--- src/hdl/vpa_pkg.sv ---
`default_nettype none
package vpa_pkg;
    localparam int MaxParts = 16;
    localparam int IdxW = $clog2(MaxParts);
    localparam int CntW = $clog2(MaxParts + 1);
    localparam logic [15:0] MemReset = 16'd3000;

    typedef enum logic [2:0] {
        CMD_CLEAR = 3'd0, CMD_FIRST = 3'd1, CMD_BEST = 3'd2,
        CMD_WORST = 3'd3, CMD_FREE = 3'd4, CMD_RESERVE = 3'd5,
        CMD_BAD6 = 3'd6, CMD_BAD7 = 3'd7
    } cmd_t;

    typedef enum logic [2:0] {
        ST_OK = 3'd0, ST_NOFIT = 3'd1, ST_NOID = 3'd2,
        ST_FULL = 3'd3, ST_BAD = 3'd4
    } status_t;

    typedef enum logic [1:0] {
        KIND_FREE = 2'd0, KIND_OWNED = 2'd1, KIND_RESV = 2'd2
    } kind_t;

    typedef enum logic [2:0] {
        S_IDLE, S_SCAN, S_DECIDE, S_SHIFT, S_WRITE, S_MERGE, S_DONE
    } state_t;

    typedef struct packed {
        logic load;
        logic scan_start;
        logic scan_step;
        logic decide;
        logic shift_step;
        logic write;
        logic merge_step;
        logic clear;
    } ctl_t;

    typedef struct packed {
        logic scan_done;
        logic shift_done;
        logic merge_done;
        logic need_shift;
        logic need_merge;
    } sts_t;

    typedef struct packed {
        logic [2:0]  command;
        logic [15:0] task_id;
        logic [15:0] req_size;
        logic [15:0] req_start;
    } req_t;

    typedef struct packed {
        logic [2:0]  status;
        logic [15:0] block_start;
        logic [15:0] block_size;
    } rsp_t;
endpackage
`default_nettype wire

--- src/hdl/vpa_ctrl.sv ---
`default_nettype none
module vpa_ctrl (
    input  wire logic        clk,
    input  wire logic        rst_n,
    input  wire logic        in_valid,
    output logic             in_ready,
    output logic             out_valid,
    input  wire logic        out_ready,
    input  wire vpa_pkg::sts_t sts,
    output vpa_pkg::ctl_t    ctl
);
    import vpa_pkg::*;

    state_t state_reg, state_next;

    always_ff @(posedge clk or negedge rst_n)
    begin
        if (!rst_n)
            state_reg <= S_IDLE;
        else
            state_reg <= state_next;
    end

    // status from the decide cycle is only valid once it has been registered,
    // so the shift state checks need_shift itself
    always_comb
    begin
        state_next = state_reg;
        case (state_reg)
            S_IDLE:   if (in_valid) state_next = S_SCAN;
            S_SCAN:   if (sts.scan_done) state_next = S_DECIDE;
            S_DECIDE: state_next = S_SHIFT;
            S_SHIFT:  if (!sts.need_shift || sts.shift_done) state_next = S_WRITE;
            S_WRITE:  state_next = sts.need_merge ? S_MERGE : S_DONE;
            S_MERGE:  if (sts.merge_done) state_next = S_DONE;
            S_DONE:   if (out_ready) state_next = S_IDLE;
            default:  state_next = S_IDLE;
        endcase
    end

    always_comb
    begin
        ctl = '0;
        in_ready = 1'b0;
        out_valid = 1'b0;
        case (state_reg)
            S_IDLE:
            begin
                in_ready = 1'b1;
                ctl.load = in_valid;
            end
            S_SCAN:   ctl.scan_step = 1'b1;
            S_DECIDE: ctl.decide = 1'b1;
            S_SHIFT:  ctl.shift_step = 1'b1;
            S_WRITE:  ctl.write = 1'b1;
            S_MERGE:  ctl.merge_step = 1'b1;
            S_DONE:   out_valid = 1'b1;
            default:  ctl = '0;
        endcase
    end
endmodule
`default_nettype wire

--- config.mk ---
export PLATFORM = sky130hd
export DESIGN_NAME = vpa_ctrl
export DESIGN_NICKNAME = d
export VERILOG_FILES = /design/src/hdl/vpa_pkg.sv /design/src/hdl/vpa_ctrl.sv
export SDC_FILE = /design/constraint.sdc
export NUM_CORES = 1
export LEC_CHECK = 0
export BUFFER_PORTS_ARGS = -buffer_cell sky130_fd_sc_hd__clkbuf_2
export CAP_MARGIN = 25
export CORE_AREA = 4 4 41 43
export CTS_CLUSTER_SIZE = 10
export DETAILED_ROUTE_END_ITERATION = 10
export DIE_AREA = 0 0 45 47
export PLACE_DENSITY = 0.56
export SLEW_MARGIN = 20
export SYNTH_ARGS = -nofsm -noshare
export SYNTH_HDL_FRONTEND = slang
export SYNTH_SLANG_ARGS = --single-unit
--- constraint.sdc ---
create_clock -name clk -period 1.46 [get_ports clk]
set_clock_uncertainty 0.1 [all_clocks]
set_input_delay 0.146 -clock clk [delete_from_list [all_inputs] [get_ports clk]]
set_output_delay 0.146 -clock clk [all_outputs]
set_load 0.005 [all_outputs]
* Word level (Yosys, flattened, before mapping) *
Cells that the tools add are included.
Widths: inputs -> output; s select.

storage, ports and cells
  register bits = 3
  input bits = 9
  output and inout bits = 10

cells by class
  equality and inequality tests = 11
  muxes and demuxes = 15
  reductions and logical operators = 4

operator list
  cell                count
  $pmux 3 s7          1
  $mux 3              5
  $ne 2x2->1 const B  5
  $eq 3x3->1 const B  3
  $mux 1              8
  $eq 3x2->1 const B  2
  $reduce_and 5->1    1
  $eq 3x1->1 const B  1
  $logic_not 3->1     1
  $mux 2              1
  $logic_not 1->1     1
  $logic_or 1x1->1    1

* Longest topological paths before layout *
  depth after elaboration = 4
  gate-level depth with buffers = 4
  depth with buffers taken out = 3

* Worst setup path before layout *
No wires, ideal clock.

  path type = register to output
  start point = register state_reg[2]
  end point = output port ctl[7] (netlist name)
  data arrival time = 921 ps
  data required time = 1214 ps
  slack = 293 ps
  stages on the path, launching flop included = 4
  cells stage by stage = dfrtp_1 -> buf_6 -> nor3_1 -> and2_1

RTL lines
  element                 line            text
  from (decl)             vpa_ctrl.sv:14  state_t state_reg, state_next;
  from (signal assigned)  vpa_ctrl.sv:21  state_reg <= state_next;
  to (decl)               vpa_ctrl.sv:10  output vpa_pkg::ctl_t ctl

==> impl_metrics.json <==
{
  "synth_largest_area_cell": "dfrtp_1",
  "ys_warn_count": 0,
  "final_cell_mix": "clkbuf_2, buf_4, nand2_1",
  "grt_pass1_wl_mm": 1.21,
  "power_density_nw_per_um2": 2020,
  "vias": 327,
  "synthTopCellsByArea": "dfrtp_1, and3b_1, a221oi_2",
  "drt-initial-drc-count": 10,
  "die-height_um": 47,
  "critical_path_class": "flop to primary output",
  "final_cells": 74,
  "synthDistinctLibCells": 22,
  "critPathLaunchType": "flop",
  "pin_count": 19,
  "layout-drive-gt1-share_pct": 55.9,
  "clockBufferDepth": 2,
  "grt_remaining_overflow": 0,
  "max_freq_ghz": 0.697,
  "cts_max_level": 1,
  "cts_buffers": 3,
  "synthesis.area_sq_um": 285,
  "r2r_slack_ns": 0.11,
  "vdd_drop_max_mv": 0.586,
  "cp.arrival_ns": 1.19,
  "initial_core_util_pct": 21.9,
  "cp_max_fo": 8,
  "largest_reg_flops": 3,
  "ys.flop_type": "dfrtp_1",
  "final_common_cell": "clkbuf_2",
  "grt_max_degree": 13,
  "multi_input_area_sq_um": 195,
  "finalHoldViolations": 0,
  "leakagePower_nw": 0.234,
  "finalCritPeriodShare_pct": 98.3,
  "area_delta_synth_final_pct": 59.2,
  "core_sq_um": 1300,
  "pre_cts_slack_ns": 0.144,
  "die_w_um": 45,
  "num-nets-final": 69,
  "place_congestion": 0.693,
  "fill_cells": 151,
  "root_buffer": "clkbuf_4",
  "drt-total-wl_um": 798,
  "rows": 13,
  "yosysTopAreaCellShare_pct": 26.3,
  "syn_inst": 36,
  "cts.sinks": 3,
  "finalSetupViolCount": 0,
  "synth-seq-cells": 3,
  "maxSlewViolCount": 0,
  "antenna_left": 0,
  "whs_ns": 0.135,
  "port_buffers": 16,
  "cts_tree": "built",
  "vias_per_cell": 4.42,
  "insertedDiodeCount": 0,
  "synth.avg_cell_area_sq_um": 7.92,
  "setup_slack_ns": 0.0248,
  "drc_errors": 0,
  "synth_edf_count": 0,
  "cp.required_ns": 1.21,
  "dp.cells": 64,
  "yosysSeqAreaShare_pct": 26.3,
  "endpoint_kind": "primary output",
  "track_usage_pct": 8.39,
  "drv_cap": 0,
  "fp.dieArea_sq_um": 2120,
  "hpwl_um": 568,
  "wl_per_cell_um": 10.8,
  "clk_latency_ns": 0.24,
  "min_path_type": "input pin to flop",
  "first_pass_iters": 4,
  "clk_pin_slew_worst_paths_ns": 0.04,
  "rsz0062_at_grt": "true",
  "status": "complete, no violations",
  "regArea_sq_um": 78.8,
  "synthArstFlopShare_pct": 100,
  "grt_antenna_before_repair": 0,
  "period_minus_slack_ns": 1.44,
  "first_global_vias": 274
}
[critical path: stages (launching register included)]
cell	delay [ns]
dfrtp_2	0.46
buf_4	0.16
and3b_1	0.22
clkbuf_2	0.12
[where the power goes]
| group | internal, W | switching (W) | total, W |
|---|---|---|---|
| registers | 0.000134 | 0.000100 | 0.000234 |
| logic | 0.000322 | 0.000212 | 0.000534 |
| clock network | 0.000103 | 0.0000456 | 0.000148 |
[cell usage after synthesis, types with 2 or more instances]
library cell  n
nor2_1        3
and2_1        2
and3b_1       2
buf_4         2
nor2b_1       2
dfrtp_1       3
nand2_1       4
nand2b_1      2
buf_2         2
a21oi_1       2
[cells by family after synthesis]
| kind of cell | synth area share (%) |
|---|---|
| buf+inv | 12.7 |
| simple gates | 37.3 |
| other cells | 1.31 |
| compound gates | 18.4 |
| mux | 3.95 |
| flops | 26.3 |
[layer usage]
layer	GRT usage [%]	vias up	wire, um
met4	7.02	0	0
met2	11.6	21	389
li1	-	165	-
met3	4.21	0	99
met5	0	-	0
met1	9.59	141	310
[final timing paths]
kind | start | endpoint | cells after the start
min in group asynchronous | rst_n | state_reg[1] | 2
worst min register to register | state_reg[0] | state_reg[0] | 2
worst min-delay path | sts[1] | state_reg[2] | 4
worst max register to register | state_reg[1] | state_reg[1] | 4
worst max-delay path | state_reg[2] | ctl[3] | 3
max in group asynchronous | rst_n | state_reg[0] | 2
[through the flow]
stage	util, %	instance area, sq um	power (W)	TNS (ns)
final	34.9	454	0.000916	0
after global routing	34.9	454	0.000995	-0.00420
after CTS	30.9	402	0.000798	0
after detailed placement	27.6	359	0.000625	0
after global placement	27.6	359	0.000618	0
after floorplan	-	289	0.000508	0
[timing repair]
action,CTS,global route
setup buffers,0,5
setup endpoints to repair,4,5
hold buffers,1,0
endpoints found under the hold margin,3,0
resized for setup,4,3
[area by class of cell]
cell class	instances	area share (%)
sequential	3	17.4
multi-input combinational	29	43.0
timing repair buffer	23	29.8
clock buffer	4	5.79
tap	15	4.13
No activity file was read; power rests on OpenSTA's default activity.
